--- src/design/uifhg_pkg.sv ---
// Shared types, constants and helpers for the UDP/IPv4 frame header generator.
`default_nettype none

package uifhg_pkg;

  localparam int BYTE_W     = 8;
  localparam int LEN_W      = 16;
  localparam int MAC_W      = 48;
  localparam int IP_W       = 32;
  localparam int PORT_W     = 16;
  localparam int CFG_IDX_W  = 3;
  localparam int CFG_DATA_W = 48;
  localparam int POS_W      = 6;
  localparam int SUM_W      = 20;

  typedef enum logic [CFG_IDX_W-1:0] {
    REG_SRC_MAC    = 3'd0,
    REG_DST_MAC    = 3'd1,
    REG_ETH_ENABLE = 3'd2,
    REG_SRC_IP     = 3'd3,
    REG_DST_IP     = 3'd4,
    REG_UDP_SPORT  = 3'd5,
    REG_UDP_DPORT  = 3'd6
  } cfg_reg_t;

  typedef enum logic {
    REQ_BEGIN   = 1'b0,
    REQ_PAYLOAD = 1'b1
  } req_kind_t;

  typedef enum logic {
    CMD_HDR = 1'b0,
    CMD_PAY = 1'b1
  } cmd_kind_t;

  typedef struct packed {
    logic [MAC_W-1:0]  src_mac;
    logic [MAC_W-1:0]  dst_mac;
    logic              eth_enable;
    logic [IP_W-1:0]   src_ip;
    logic [IP_W-1:0]   dst_ip;
    logic [PORT_W-1:0] udp_sport;
    logic [PORT_W-1:0] udp_dport;
  } cfg_t;

  // One queue entry: a header burst or a single payload byte.
  typedef struct packed {
    cmd_kind_t         kind;
    logic              last;
    logic [LEN_W-1:0]  len;
    logic [BYTE_W-1:0] data;
  } cmd_t;

  localparam logic [15:0]     ETHERTYPE_IPV4 = 16'h0800;
  localparam logic [15:0]     IP_VER_TOS     = 16'h4500;
  localparam logic [15:0]     IP_ID          = 16'h6a45;
  localparam logic [15:0]     IP_FRAG        = 16'h0000;
  localparam logic [15:0]     IP_TTL_PROTO   = 16'h8011;  // TTL 128, protocol 17
  localparam logic [LEN_W-1:0] IP_HDR_LEN    = 16'd20;
  localparam logic [LEN_W-1:0] UDP_HDR_LEN   = 16'd8;
  localparam logic [15:0]     CKS_MASK       = 16'hffff;

  localparam logic [SUM_W-1:0] IP_SUM_BASE =
      SUM_W'(IP_VER_TOS) + SUM_W'(IP_ID) + SUM_W'(IP_FRAG) + SUM_W'(IP_TTL_PROTO);

  // Byte positions in the full Ethernet + IPv4 + UDP header layout.
  localparam logic [POS_W-1:0] POS_ETH_FIRST = 6'd0;
  localparam logic [POS_W-1:0] POS_SMAC      = 6'd6;
  localparam logic [POS_W-1:0] POS_ETYPE_HI  = 6'd12;
  localparam logic [POS_W-1:0] POS_ETYPE_LO  = 6'd13;
  localparam logic [POS_W-1:0] POS_IP_FIRST  = 6'd14;
  localparam logic [POS_W-1:0] POS_IP_TOT_HI = 6'd16;
  localparam logic [POS_W-1:0] POS_IP_TOT_LO = 6'd17;
  localparam logic [POS_W-1:0] POS_IP_ID_HI  = 6'd18;
  localparam logic [POS_W-1:0] POS_IP_ID_LO  = 6'd19;
  localparam logic [POS_W-1:0] POS_IP_TTL    = 6'd22;
  localparam logic [POS_W-1:0] POS_IP_PROTO  = 6'd23;
  localparam logic [POS_W-1:0] POS_IP_CKS_HI = 6'd24;
  localparam logic [POS_W-1:0] POS_IP_CKS_LO = 6'd25;
  localparam logic [POS_W-1:0] POS_IP_SRC    = 6'd26;
  localparam logic [POS_W-1:0] POS_IP_DST    = 6'd30;
  localparam logic [POS_W-1:0] POS_IP_LAST   = 6'd33;
  localparam logic [POS_W-1:0] POS_UDP_FIRST = 6'd34;
  localparam logic [POS_W-1:0] POS_UDP_DP_HI = 6'd36;
  localparam logic [POS_W-1:0] POS_UDP_DP_LO = 6'd37;
  localparam logic [POS_W-1:0] POS_UDP_LEN_HI = 6'd38;
  localparam logic [POS_W-1:0] POS_UDP_LEN_LO = 6'd39;
  localparam logic [POS_W-1:0] POS_UDP_LAST  = 6'd41;

  function automatic logic has_ip(input cfg_t c);
    return (c.src_ip != '0) && (c.dst_ip != '0);
  endfunction

  function automatic logic has_udp(input cfg_t c);
    return (c.udp_sport != '0) && (c.udp_dport != '0);
  endfunction

  // Byte i of a MAC, byte 0 being the most significant (first on the wire).
  function automatic logic [BYTE_W-1:0] mac_byte(input logic [MAC_W-1:0] mac,
                                                 input logic [2:0] idx);
    logic [BYTE_W-1:0] b;
    case (idx)
      3'd0:    b = mac[47:40];
      3'd1:    b = mac[39:32];
      3'd2:    b = mac[31:24];
      3'd3:    b = mac[23:16];
      3'd4:    b = mac[15:8];
      3'd5:    b = mac[7:0];
      default: b = '0;
    endcase
    return b;
  endfunction

  function automatic logic [BYTE_W-1:0] ip_byte(input logic [IP_W-1:0] addr,
                                                input logic [1:0] idx);
    logic [BYTE_W-1:0] b;
    case (idx)
      2'd0:    b = addr[31:24];
      2'd1:    b = addr[23:16];
      2'd2:    b = addr[15:8];
      default: b = addr[7:0];
    endcase
    return b;
  endfunction

endpackage

`default_nettype wire

--- src/design/uifhg_cmd_fifo.sv ---
// Small command queue between the front end and the byte sequencer.
`default_nettype none

module uifhg_cmd_fifo import uifhg_pkg::*; #(
  parameter int DEPTH = 4
) (
  input  wire logic clk,
  input  wire logic rst_n,
  input  wire logic push,
  input  wire cmd_t push_cmd,
  output logic      full,
  input  wire logic pop,
  output cmd_t      head,
  output logic      empty
);

  localparam int PTR_W = (DEPTH > 1) ? $clog2(DEPTH) : 1;
  localparam int CNT_W = $clog2(DEPTH + 1);

  cmd_t             mem_r [DEPTH];
  logic [PTR_W-1:0] wr_ptr_r, rd_ptr_r;
  logic [CNT_W-1:0] count_r;
  logic             do_push, do_pop;

  assign full    = (count_r == CNT_W'(DEPTH));
  assign empty   = (count_r == '0);
  assign head    = mem_r[rd_ptr_r];
  assign do_push = push && !full;
  assign do_pop  = pop && !empty;

  function automatic logic [PTR_W-1:0] ptr_inc(input logic [PTR_W-1:0] p);
    return (p == PTR_W'(DEPTH - 1)) ? '0 : p + PTR_W'(1);
  endfunction

  always_ff @(posedge clk) begin
    if (do_push) begin
      mem_r[wr_ptr_r] <= push_cmd;
    end
  end

  always_ff @(posedge clk) begin
    if (!rst_n) begin
      wr_ptr_r <= '0;
      rd_ptr_r <= '0;
      count_r  <= '0;
    end else begin
      if (do_push) begin
        wr_ptr_r <= ptr_inc(wr_ptr_r);
      end
      if (do_pop) begin
        rd_ptr_r <= ptr_inc(rd_ptr_r);
      end
      if (do_push && !do_pop) begin
        count_r <= count_r + CNT_W'(1);
      end else if (do_pop && !do_push) begin
        count_r <= count_r - CNT_W'(1);
      end
    end
  end

endmodule

`default_nettype wire

--- config.mk ---
export PLATFORM = sky130hd
export DESIGN_NAME = uifhg_cmd_fifo
export DESIGN_NICKNAME = d
export VERILOG_FILES = /design/src/design/uifhg_pkg.sv /design/src/design/uifhg_cmd_fifo.sv
export SDC_FILE = /design/constraint.sdc
export NUM_CORES = 1
export LEC_CHECK = 0
export BUFFER_PORTS_ARGS = -buffer_cell sky130_fd_sc_hd__buf_2
export CAP_MARGIN = 10
export CELL_PAD_IN_SITES_DETAIL_PLACEMENT = 0
export CELL_PAD_IN_SITES_GLOBAL_PLACEMENT = 1
export CORE_ASPECT_RATIO = 1.2
export CORE_MARGIN = 5
export CORE_UTILIZATION = 53
export DETAILED_ROUTE_END_ITERATION = 10
export PLACE_DENSITY = 0.83
export SLEW_MARGIN = 20
export SYNTH_ARGS = -nofsm -noshare
export SYNTH_HDL_FRONTEND = slang
export SYNTH_SLANG_ARGS = --single-unit
--- constraint.sdc ---
create_clock -name clk -period 6.7 [get_ports clk]
set_clock_uncertainty 0.05 [all_clocks]
set_input_delay 0.67 -clock clk [delete_from_list [all_inputs] [get_ports clk]]
set_output_delay 0.67 -clock clk [all_outputs]
set_load 0.02 [all_outputs]
==> metrics.yaml, run 1 <==
track_usage: 0.1529
dieHeight_um: 108.4
dr.pass1.iters: 4
synthTopCellsByArea: "edfxtp_1 73%, mux4_2 11%, dfxtp_1 4.2%"
finalNetCount: 297
htree_num_levels: 4
synth_area_sq_mm: 0.004278
tns_ps: 0
power_frac_seq: 0.428
reg2reg_to: "count_r[2]"
hold_start: "push_cmd[20]"
synth-seq-cells: 113
cts_buffers: 17
root_buffer: "clkbuf_8"
startpoint_type: "flop"
p_sw_frac: 0.2607
antenna_cells: 0
post_cts_buffers: 0
internal_power_mw: 1.599
p_leak_nw: 1.851
ys_types: 26
arrival_ps: 2300
hold_class: "input pin to flop"
tightest_slew_ps: 895.3
slew_headroom: 0.4031
std_cell_rows: 36
dieWidth_um: 92.02
hold_violations: 0
drive_above_1_share: 0.4066
worstPathCellList: "mux4_1 > buf_2"
dp_slack_ps: 4060
cp-end-kind: "primary output"
grt_pass1_vias: 2058
slew_violations: 0
p_comb_frac: 0.201
cts_resized: 0
cts_sinks: 113
grt_pass1_wl_mm: 10.50
pin_count: 58
grt_max_degree: 27
antenna_left: 0
grt_overflow_total: 0
cp_max_fo: 26
die_area_sq_mm: 0.009976
worstSetupPathType: "flop to primary output"
mostFrequentLayoutCells: "104 x edfxtp_1, 57 x buf_2, 20 x mux4_2"
core-area_sq_mm: 0.008018
final_common_cell: "edfxtp_1"
drtIter0Drc: 90
p_sw_uw: 563.9
syn_inst: 187
cp_slowest_cell: "dfxtp_2"
place.port_buffers: 57
timing.fmax_mhz: 330.7
cp.required_ps: 5980
yosys_warnings: 0
cts_tree: "yes"
setup_viol: 0
reg2reg_depth: 7
antenna_found_initial: 0
critPathBufInv: 1
rsz0062_at_grt: "no"
clock_path_buffers: 2
status: "finished clean"
start_util: 0.5336
critPathMaxStageDelay_ps: 910
rrSetupSlack_ps: 4280
layout_setup_ws_ps: 3676
ctsHoldBuffers: 0
area_growth_pct: 21.50
rr_startpoint: "count_r[0]"
wl_mm: 6.823
p_clk_frac: 0.371
syn_avg_cell_area_sq_um: 22.88
gp_routability_congestion: 0.6675
synth_fp_nets: 224
power_mw: 2.163
drc: 0
post-route-period-util: 0.4513
hpwl_mm: 4.014
power_density_mw_per_mm2: 416.2
netlist.top_cell.by_area: "edfxtp_1"
post_drt_via_cell_ratio: 5.351
final_core_util: 0.6483
min_to: "mem_r[1][20]"
maxCapViolations: 0
yosys.area.top_type_share: 0.7300
cts.reportedPaths.clkPinSlew_ps: 50
seq_area_frac_synth: 0.7722
critPathTopFamily: "flip-flops"
vias: 1969
detail_route.wl_per_cell_um: 18.54
finalCriticalPeriod_ps: 3024
max-vdd-ir-drop_mv: 0.2127
hold_depth: 1
clk_latency_ps: 510
area by class of cell:
cell class	instances	area [sq um]
Timing Repair Buffer	62	322.8
Tap cell	95	118.9
Clock inverter	5	50.05
Fill cell	546	2820
Inverter	3	11.26
Sequential cell	113	3304
Clock buffer	27	501.7
Multi-Input combinational cell	63	888.4
cell usage after synthesis (all sizes together):
master	count
nand2	6
xnor2	1
a21boi	1
edfxtp	104
buf	6
o31ai	1
nor2	2
nor2b	2
or3	1
mux4	26
inv	3
xor2	1
nor3b	1
mux2i	3
o21ai	3
nand3	2
and2	5
dfxtp	9
ha	6
clkbuf	2
nor3	1
fa	1
logic make-up (layout without fill, tap and decap cells):
kind of cell | Yosys count | count (layout) | share of synthesized area
buffers and inverters | 11 | 97 | 0.02018
XOR/XNOR | 2 | 2 | 0.004096
AO/OA/AOI/OAI | 5 | 5 | 0.007020
AND/OR/NAND/NOR | 20 | 20 | 0.02515
flip-flops | 113 | 113 | 0.7722
multiplexers | 29 | 29 | 0.1492
adder cells (fa/ha/maj) | 7 | 7 | 0.02223
flip-flops by register name, summed over array words and instances (netlist names), named ones only:
| register | cells |
|---|---|
| wr_ptr_r | 2 |
| mem_r | 104 |
| rd_ptr_r | 2 |
| count_r | 3 |
metal layers:
| layer | global-route usage | wire, um |
|---|---|---|
| met2 | 0.2568 | 3627 |
| met1 | 0.1602 | 2607 |
| met4 | 0.09236 | 186 |
| met3 | 0.06402 | 402 |
| met5 | 0 | 0 |
worst max-delay path by stage:
stage	endpoint	depth (start not counted)	slack, ps	startpoint
after detailed placement	count_r[2]	8	4060	push
after global routing	head[16]	2	3480	flop
final	head[16]	2	3680	flop
after global placement	count_r[2]	8	4140	push
after floorplan	count_r[2]	8	4460	push
after CTS	head[16]	2	3600	flop
metrics by stage:
| stage | area [sq um] | hold slack (ps) | cells |
|---|---|---|---|
| 2_1_floorplan | 4278 | 417.7 | 187 |
| 3_3_place_gp | 4646 | 448.5 | 336 |
| 3_5_place_dp | 4646 | 447.0 | 336 |
| 4_1_cts | 5197 | 299.0 | 368 |
| 5_1_grt | 5197 | 296.1 | 368 |
| 6_report | 5197 | 320.7 | 368 |
power groups by stage:
stage / combinational (mW) / sequential (mW) / clock (mW)
6_report: 0.435 / 0.926 / 0.802
5_1_grt: 0.466 / 0.939 / 0.862
4_1_cts: 0.444 / 0.930 / 0.820
3_5_place_dp: 0.440 / 0.941 / 0
3_3_place_gp: 0.436 / 0.938 / 0
2_1_floorplan: 0.367 / 0.897 / 0
Power figures use the tool's default switching activity.
==> run 2, diff against run 1 <==
--- a/config.mk
+++ b/config.mk
@@ -5,15 +5,16 @@
 export SDC_FILE = /design/constraint.sdc
 export NUM_CORES = 1
 export LEC_CHECK = 0
+export ABC_AREA = 1
 export BUFFER_PORTS_ARGS = -buffer_cell sky130_fd_sc_hd__buf_2
 export CAP_MARGIN = 10
 export CELL_PAD_IN_SITES_DETAIL_PLACEMENT = 0
 export CELL_PAD_IN_SITES_GLOBAL_PLACEMENT = 1
 export CORE_ASPECT_RATIO = 1.2
 export CORE_MARGIN = 5
-export CORE_UTILIZATION = 53
+export CORE_UTILIZATION = 42
 export DETAILED_ROUTE_END_ITERATION = 10
-export PLACE_DENSITY = 0.83
+export PLACE_DENSITY = 0.75
 export SLEW_MARGIN = 20
 export SYNTH_ARGS = -nofsm -noshare
 export SYNTH_HDL_FRONTEND = slang
==> constraint.sdc (replaced) <==
create_clock -name clk -period 2.6 [get_ports clk]
set_clock_uncertainty 0.05 [all_clocks]
set_input_delay 0.26 -clock clk [delete_from_list [all_inputs] [get_ports clk]]
set_output_delay 0.26 -clock clk [all_outputs]
set_load 0.02 [all_outputs]
==> run 2 against run 1 <==
Area after synthesis grew 1.6%. Global-route usage shrank 0.32 points. Critical endpoint is now head[24]. Combinational power rose to 3.8 times the previous value. Via count increased by 39%. Count of clock-buffer cells in the layout is 8 lower. Setup slack lost 3200 ps. Clock power grew to 2.7 times the previous value. Utilization down 11 points. Synthesized cell count up 73%. Design area is 3.2% higher.
==> metrics.yaml, run 2 <==
status: "finished clean"
synthAdderAreaFrac: 0.02187  # -0.0003582
timing.fmax_mhz: 460.3
rsz0062_at_grt: "no"
die_area_sq_mm: 0.01250  # +25%
yosys.area.top_type_share: 0.7183  # -0.01176
yosys.area_share.simple: 0.07626  # +0.05111
finalNetCount: 429  # +44%
grt_pass1_vias: 2802  # +36%
clk_latency_ps: 400  # -110 ps
antenna_left: 0  # unchanged
grt_overflow_total: 0  # unchanged
hold_violations: 0  # unchanged
setup_viol: 0  # unchanged
std_cell_rows: 40  # +11%
synth_area_sq_mm: 0.004348  # +1.6%
power_density_mw_per_mm2: 1138  # +170%
dieWidth_um: 102.9  # +12%
synth-seq-cells: 113  # unchanged
synth_top_family_by_area: "compound AO/OA/AOI/OAI gates"
finalCriticalPeriod_ps: 2173
muxShareOfSynthArea: 0  # -0.1492
wl_mm: 8.790  # +29%
start_util: 0.4322  # -0.1013
p_leak_nw: 2.005  # +8.3%
cts.reportedPaths.clkPinSlew_ps: 50  # about the same
antenna_cells: 0  # unchanged
cts_sinks: 113  # unchanged
syn_avg_cell_area_sq_um: 13.46  # -41%
synth-xor-area-share: 0  # -0.004095
dieHeight_um: 121.5  # +12%
grt_max_degree: 53  # +96%
core-area_sq_mm: 0.01006  # +25%
place.port_buffers: 57  # unchanged
worstSetupPathType: "flop to primary output"
synthFlopType: "edfxtp_1"
largest_register_ffs: 104  # unchanged
largestRegisters: "mem_r x104, count_r x3"
final_common_cell: "edfxtp_1"
arrival_ps: 1860  # -440 ps
synthTopCellsByArea: "edfxtp_1 72%, nor2_1 5.8%, o21ai_0 4.3%"
tightest_slew_ps: 518.3  # -377.0 ps
synth_most_common_cell: "edfxtp_1"
max-vdd-ir-drop_mv: 0.5963  # +180%
drive_above_1_share: 0.2519  # -0.1547
vias: 2742  # +39%
post_drt_via_cell_ratio: 5.164  # -3.5%
cp-end-kind: "primary output"
clock_path_buffers: 2  # unchanged
detail_route.wl_per_cell_um: 16.55  # -11%
post-route-period-util: 0.8356
maxCapViolations: 0  # unchanged
track_usage: 0.1497  # -0.003194
area_growth_pct: 23.40
root_buffer: "clkbuf_16"
seq_area_frac_synth: 0.7597  # -0.01244
netlist.top_cell.by_area: "edfxtp_1"
slew_headroom: 0.6545  # +0.2513
tns_ps: 0  # unchanged
hold_class: "input pin to flop"
layout_setup_ws_ps: 427.5  # -3249 ps
ctsHoldBuffers: 0  # unchanged
dp_slack_ps: 729.6  # -3331 ps
drc: 0  # unchanged
antenna_found_initial: 0  # unchanged
cp.required_ps: 2290  # -3690 ps
multi_input_area_sq_um: 904.6  # +1.8%
gp_routability_congestion: 0.7668  # +15%
async_reset_ff_frac: 0  # unchanged
slew_violations: 0  # unchanged
cts_tree: "yes"
synth_edf_count: 104  # unchanged
post_cts_buffers: 0  # unchanged
seqCellArea_sq_mm: 0.003304  # unchanged
synth-compound-area-share: 0.1030  # +0.09600
n_fill_cell: 826  # +51%
regMostFlops: "mem_r"
synthTopCellsByCount: "104 x edfxtp_1, 67 x nor2_1, 37 x o21ai_0, 26 x o22ai_1"
hpwl_mm: 5.421  # +35%
syn_inst: 323  # +73%
pin_count: 58  # unchanged
ys_types: 19  # -27%
yosys_warnings: 0  # unchanged
htree_num_levels: 4  # unchanged
synth_fp_nets: 360  # +61%
grt_pass1_wl_mm: 13.97  # +33%
startpoint_type: "flop"
cp_max_fo: 52  # +100%
holdWs_ps: 19.22  # -301.5 ps
cts_buffers: 17  # unchanged
drtIter0Drc: 159  # +77%
cts_resized: 0  # unchanged
mostFrequentLayoutCells: "104 x edfxtp_1, 63 x nor2_1, 57 x buf_2"
dr.pass1.iters: 4  # unchanged
run 2: per-stage QoR:
| step | area (sq um) | instances | power (mW) | utilization |
|---|---|---|---|---|
| after floorplan | 4348 | 323 | 3.462 | - |
| after global placement | 4811 | 499 | 4.003 | 0.4782 |
| after global routing | 5365 | 531 | 6.436 | 0.5333 |
| after detailed placement | 4811 | 499 | 4.032 | 0.4782 |
| after CTS | 5365 | 531 | 6.167 | 0.5333 |
| final | 5365 | 531 | 6.104 | 0.5333 |
run 2: where the power goes:
group          switching [mW]  total [mW]  internal, mW  leakage (nW)
logic                    1.12        1.64         0.515         0.698
registers               0.108        2.34          2.23          1.03
clock network           0.742        2.13          1.39         0.280
total                    1.97        6.10          4.13          2.01
run 2: final timing paths:
kind	slack (ps)	endpoint	startpoint	cells past startpoint
min reg2reg	460	count_r[0]	count_r[0]	2
max reg2reg	720	count_r[1]	count_r[1]	9
max	430	head[24]	flop	4
min	20	mem_r[1][7]	push_cmd[7]	1
run 2: final cells by class:
cell class                      count  share of cell area
Clock inverter                     13             0.02262
Sequential cell                   113              0.6159
Multi-Input combinational cell    176              0.1686
Inverter                           19             0.01376
Clock buffer                       19             0.08069
Tap cell                          126             0.02938
Timing Repair Buffer               65             0.06903
run 2: logic make-up after synthesis:
group,after synthesis
buffers and inverters,34
flip-flops,113
AO/OA/AOI/OAI,83
adder cells (fa/ha/maj),7
AND/OR/NAND/NOR,86
run 2: layer usage:
layer | global-route usage | part of all wire | up-vias | wire length (um)
li1 | - | - | 1314 | -
met4 | 0.05587 | 0.011 | 0 | 97
met3 | 0.05520 | 0.062 | 9 | 544
met2 | 0.2440 | 0.50 | 84 | 4353
met5 | 0 | 0 | - | 0
met1 | 0.1794 | 0.43 | 1335 | 3794
run 2: critical path, cell delays in order (launching register included):
cell and delay [ps]:
dfxtp_2 430, inv_4 440, o21ai_0 170, o22ai_1 190, buf_2 210
==> run 3, diff against run 2 <==
--- a/config.mk
+++ b/config.mk
@@ -5,14 +5,14 @@
 export SDC_FILE = /design/constraint.sdc
 export NUM_CORES = 1
 export LEC_CHECK = 0
-export ABC_AREA = 1
+export ABC_AREA = 0
 export BUFFER_PORTS_ARGS = -buffer_cell sky130_fd_sc_hd__buf_2
 export CAP_MARGIN = 10
 export CELL_PAD_IN_SITES_DETAIL_PLACEMENT = 0
 export CELL_PAD_IN_SITES_GLOBAL_PLACEMENT = 1
 export CORE_ASPECT_RATIO = 1.2
 export CORE_MARGIN = 5
-export CORE_UTILIZATION = 42
+export CORE_UTILIZATION = 45
 export DETAILED_ROUTE_END_ITERATION = 10
 export PLACE_DENSITY = 0.75
 export SLEW_MARGIN = 20
==> constraint.sdc (replaced) <==
create_clock -name clk -period 1.8 [get_ports clk]
set_clock_uncertainty 0.05 [all_clocks]
set_input_delay 0.18 -clock clk [delete_from_list [all_inputs] [get_ports clk]]
set_output_delay 0.18 -clock clk [all_outputs]
set_load 0.02 [all_outputs]
==> run 3 against run 2 <==
The run now ends with negative setup slack left. Via count shrank 22%. Combinational power is 58% higher. First-iteration DRC count down 45%. Hold slack improved by 53 ps. Critical path depth is 4 higher. Non-clock buffer count is 40 higher. Global-route usage decreased by 0.79 points. Sequential power up 44%. Wire length decreased by 14%. Largest cell class unchanged. Highest routed layer unchanged.
==> metrics.yaml, run 3 (synthesized netlist as in run 1, its figures left out) <==
status: "finished, violations left"
violations: "negative setup slack"
hold_class: "input pin to flop"
layout_setup_ws_ps: -132.1  # -559.5 ps
final_common_cell: "edfxtp_1"
min_to: "wr_ptr_r[0]"
root_buffer: "clkbuf_16"
htree_num_levels: 4  # unchanged
p_clk_frac: 0.319  # -0.030
startpoint_type: "flop"
cp_slowest_cell: "fa_2"
clock_path_buffers: 2  # unchanged
max-vdd-ir-drop_mv: 0.7006  # +18%
fin_area_sq_mm: 0.005889  # +9.8%
antenna_cells: 0  # unchanged
grt_pass1_wl_mm: 11.99  # -14%
holdWs_ps: 72.29  # +53.07 ps
detail_route.wl_per_cell_um: 17.24  # +4.2%
power_frac_seq: 0.385  # +0.002
tightest_slew_ps: 286.9  # -231.4 ps
regMostFlops: "mem_r"
cts_buffers: 17  # unchanged
start_util: 0.4542  # +0.02202
dieHeight_um: 116.8  # -3.8%
internal_power_mw: 6.467  # +56%
dr.pass1.iters: 4  # unchanged
p_sw_frac: 0.2611  # -0.06182
core-area_sq_mm: 0.009418  # -6.4%
setup_viol: 27  # +27
largestRegisters: "mem_r x104, count_r x3"
antenna_found_initial: 0  # unchanged
cp_max_fo: 4  # -92%
hold_start: "rst_n"
detailed_place.area_sq_mm: 0.004892  # +1.7%
final_cells: 439  # -17%
finalCriticalPeriod_ps: 1932
placedCellCount: 378  # -24%
track_usage: 0.1418  # -0.007885
mostFrequentLayoutCells: "104 x edfxtp_1, 31 x buf_2, 27 x buf_6"
grt_max_degree: 23  # -57%
reg2reg_to: "count_r[2]"
rsz0062_at_grt: "yes"
critPathTopFamily: "adder cells"
hold_violations: 0  # unchanged
reg2reg_depth: 8  # -1
post_drt_via_cell_ratio: 4.854  # -6.0%
finalNetCount: 340  # -21%
worstPathCellList: "buf_6 > o31ai_4 > ha_4 > inv_2 > fa_2 > xor2_1 > or3_1 > a21boi_1"
drive_above_1_share: 0.4399  # +0.1880
p_comb_frac: 0.296  # +0.028
grt_pass1_vias: 2295  # -18%
pin_count: 58  # unchanged
slew_headroom: 0.8087  # +0.1543
rrSetupSlack_ps: -130  # -850 ps
die_area_sq_mm: 0.01156  # -7.5%
grt_overflow_total: 0  # unchanged
cts_tree: "yes"
critPathMaxStageDelay_ps: 340  # -100 ps
worstSetupPathType: "flop to flop"
dieWidth_um: 99.01  # -3.8%
post_cts_buffers: 0  # unchanged
place.port_buffers: 57  # unchanged
power_density_mw_per_mm2: 1486  # +31%
clk_latency_ps: 400  # about the same
cp-end-kind: "flop"
area_growth_pct: 37.67
largest_register_ffs: 104  # unchanged
vias: 2131  # -22%
p_sw_mw: 2.285  # +16%
critPathBufInv: 2  # unchanged
rr_startpoint: "count_r[2]"
cts.reportedPaths.clkPinSlew_ps: 50  # about the same
hold_depth: 3  # +2
drtIter0Drc: 87  # -45%
std_cell_rows: 39  # -2.5%
power_mw: 8.752  # +43%
cts_sinks: 113  # unchanged
post-route-period-util: 1.073
maxCapViolations: 0  # unchanged
antenna_left: 0  # unchanged
slew_violations: 0  # unchanged
gp_routability_congestion: 0.6787  # -11%
wl_mm: 7.570  # -14%
hpwl_mm: 4.583  # -15%
drc: 0  # unchanged
timing.fmax_mhz: 517.6
arrival_ps: 2210  # +350 ps
p_leak_nw: 2.091  # +4.3%
cp.required_ps: 2080  # -210 ps
run 3: cell count changes in the layout (fill, tap and decap cells not counted), moves of 6 or more:
cell and change:
dlygate4sd3_1 +26, mux4_2 +26, inv_1 -15, buf_4 +6, nand2_1 -9, o21ai_1 -17, buf_2 -26, clkinv_2 -8
nor2_1 -61, buf_6 +27, o22ai_1 -26, clkbuf_1 +9, o21ai_0 -34
run 3: cell type report:
class | count | area, sq um
repair buffers | 105 | 1002
well taps | 123 | 153.9
fillers | 661 | 3528
inverters | 3 | 11.26
clock inverters | 2 | 8.758
multi-input cells | 63 | 908.4
clock buffers | 30 | 494.2
flip-flops and latches | 113 | 3311
run 3: stage by stage:
step           TNS, ps  worst slack [ps]  utilization
2_1_floorplan   -209.2            -140.1            -
3_3_place_gp    -120.2            -120.2       0.5195
3_5_place_dp    -208.6            -208.6       0.5195
4_1_cts          -2797            -164.9       0.6071
5_1_grt          -4074            -251.4       0.6253
6_report         -2608            -132.1       0.6253
run 3: worst reg2reg max path: stages (launching register included):
cell and delay [ps]:
dfxtp_2 320, buf_6 120, o31ai_4 220, ha_4 180, inv_2 40, fa_2 340
xor2_1 150, or3_1 310, a21boi_1 130
run 3: layer usage:
metal,vias up,global-route usage,share of wire
met3,12,0.04742,0.043
met5,-,0,0
met4,0,0.06284,0.019
met2,45,0.2424,0.54
met1,1073,0.1639,0.40
li1,1001,-,-
run 3: worst max-delay path by stage:
stage               startpoint         end  depth (start not counted)
floorplan           count_r[2]  count_r[2]                          9
global placement    count_r[0]  count_r[2]                          8
detailed placement  count_r[0]  count_r[2]                          8
CTS                       flop     head[7]                          3
global route        count_r[2]  count_r[2]                          8
finish              count_r[2]  count_r[2]                          8
run 3: timing repair:
item,in CTS,in global routing
hold endpoints to repair,104,0
hold buffers,26,0
setup endpoints to repair,27,27
resized for setup,23,41
cloned,1,2
run 3: power groups by stage:
stage	clock network (mW)	registers, mW	logic (mW)
floorplan	0	3.36	1.41
detailed placement	0	3.38	2.05
global placement	0	3.36	2.05
CTS	2.85	3.36	2.27
finish	2.79	3.37	2.59
global route	3.00	3.40	2.78
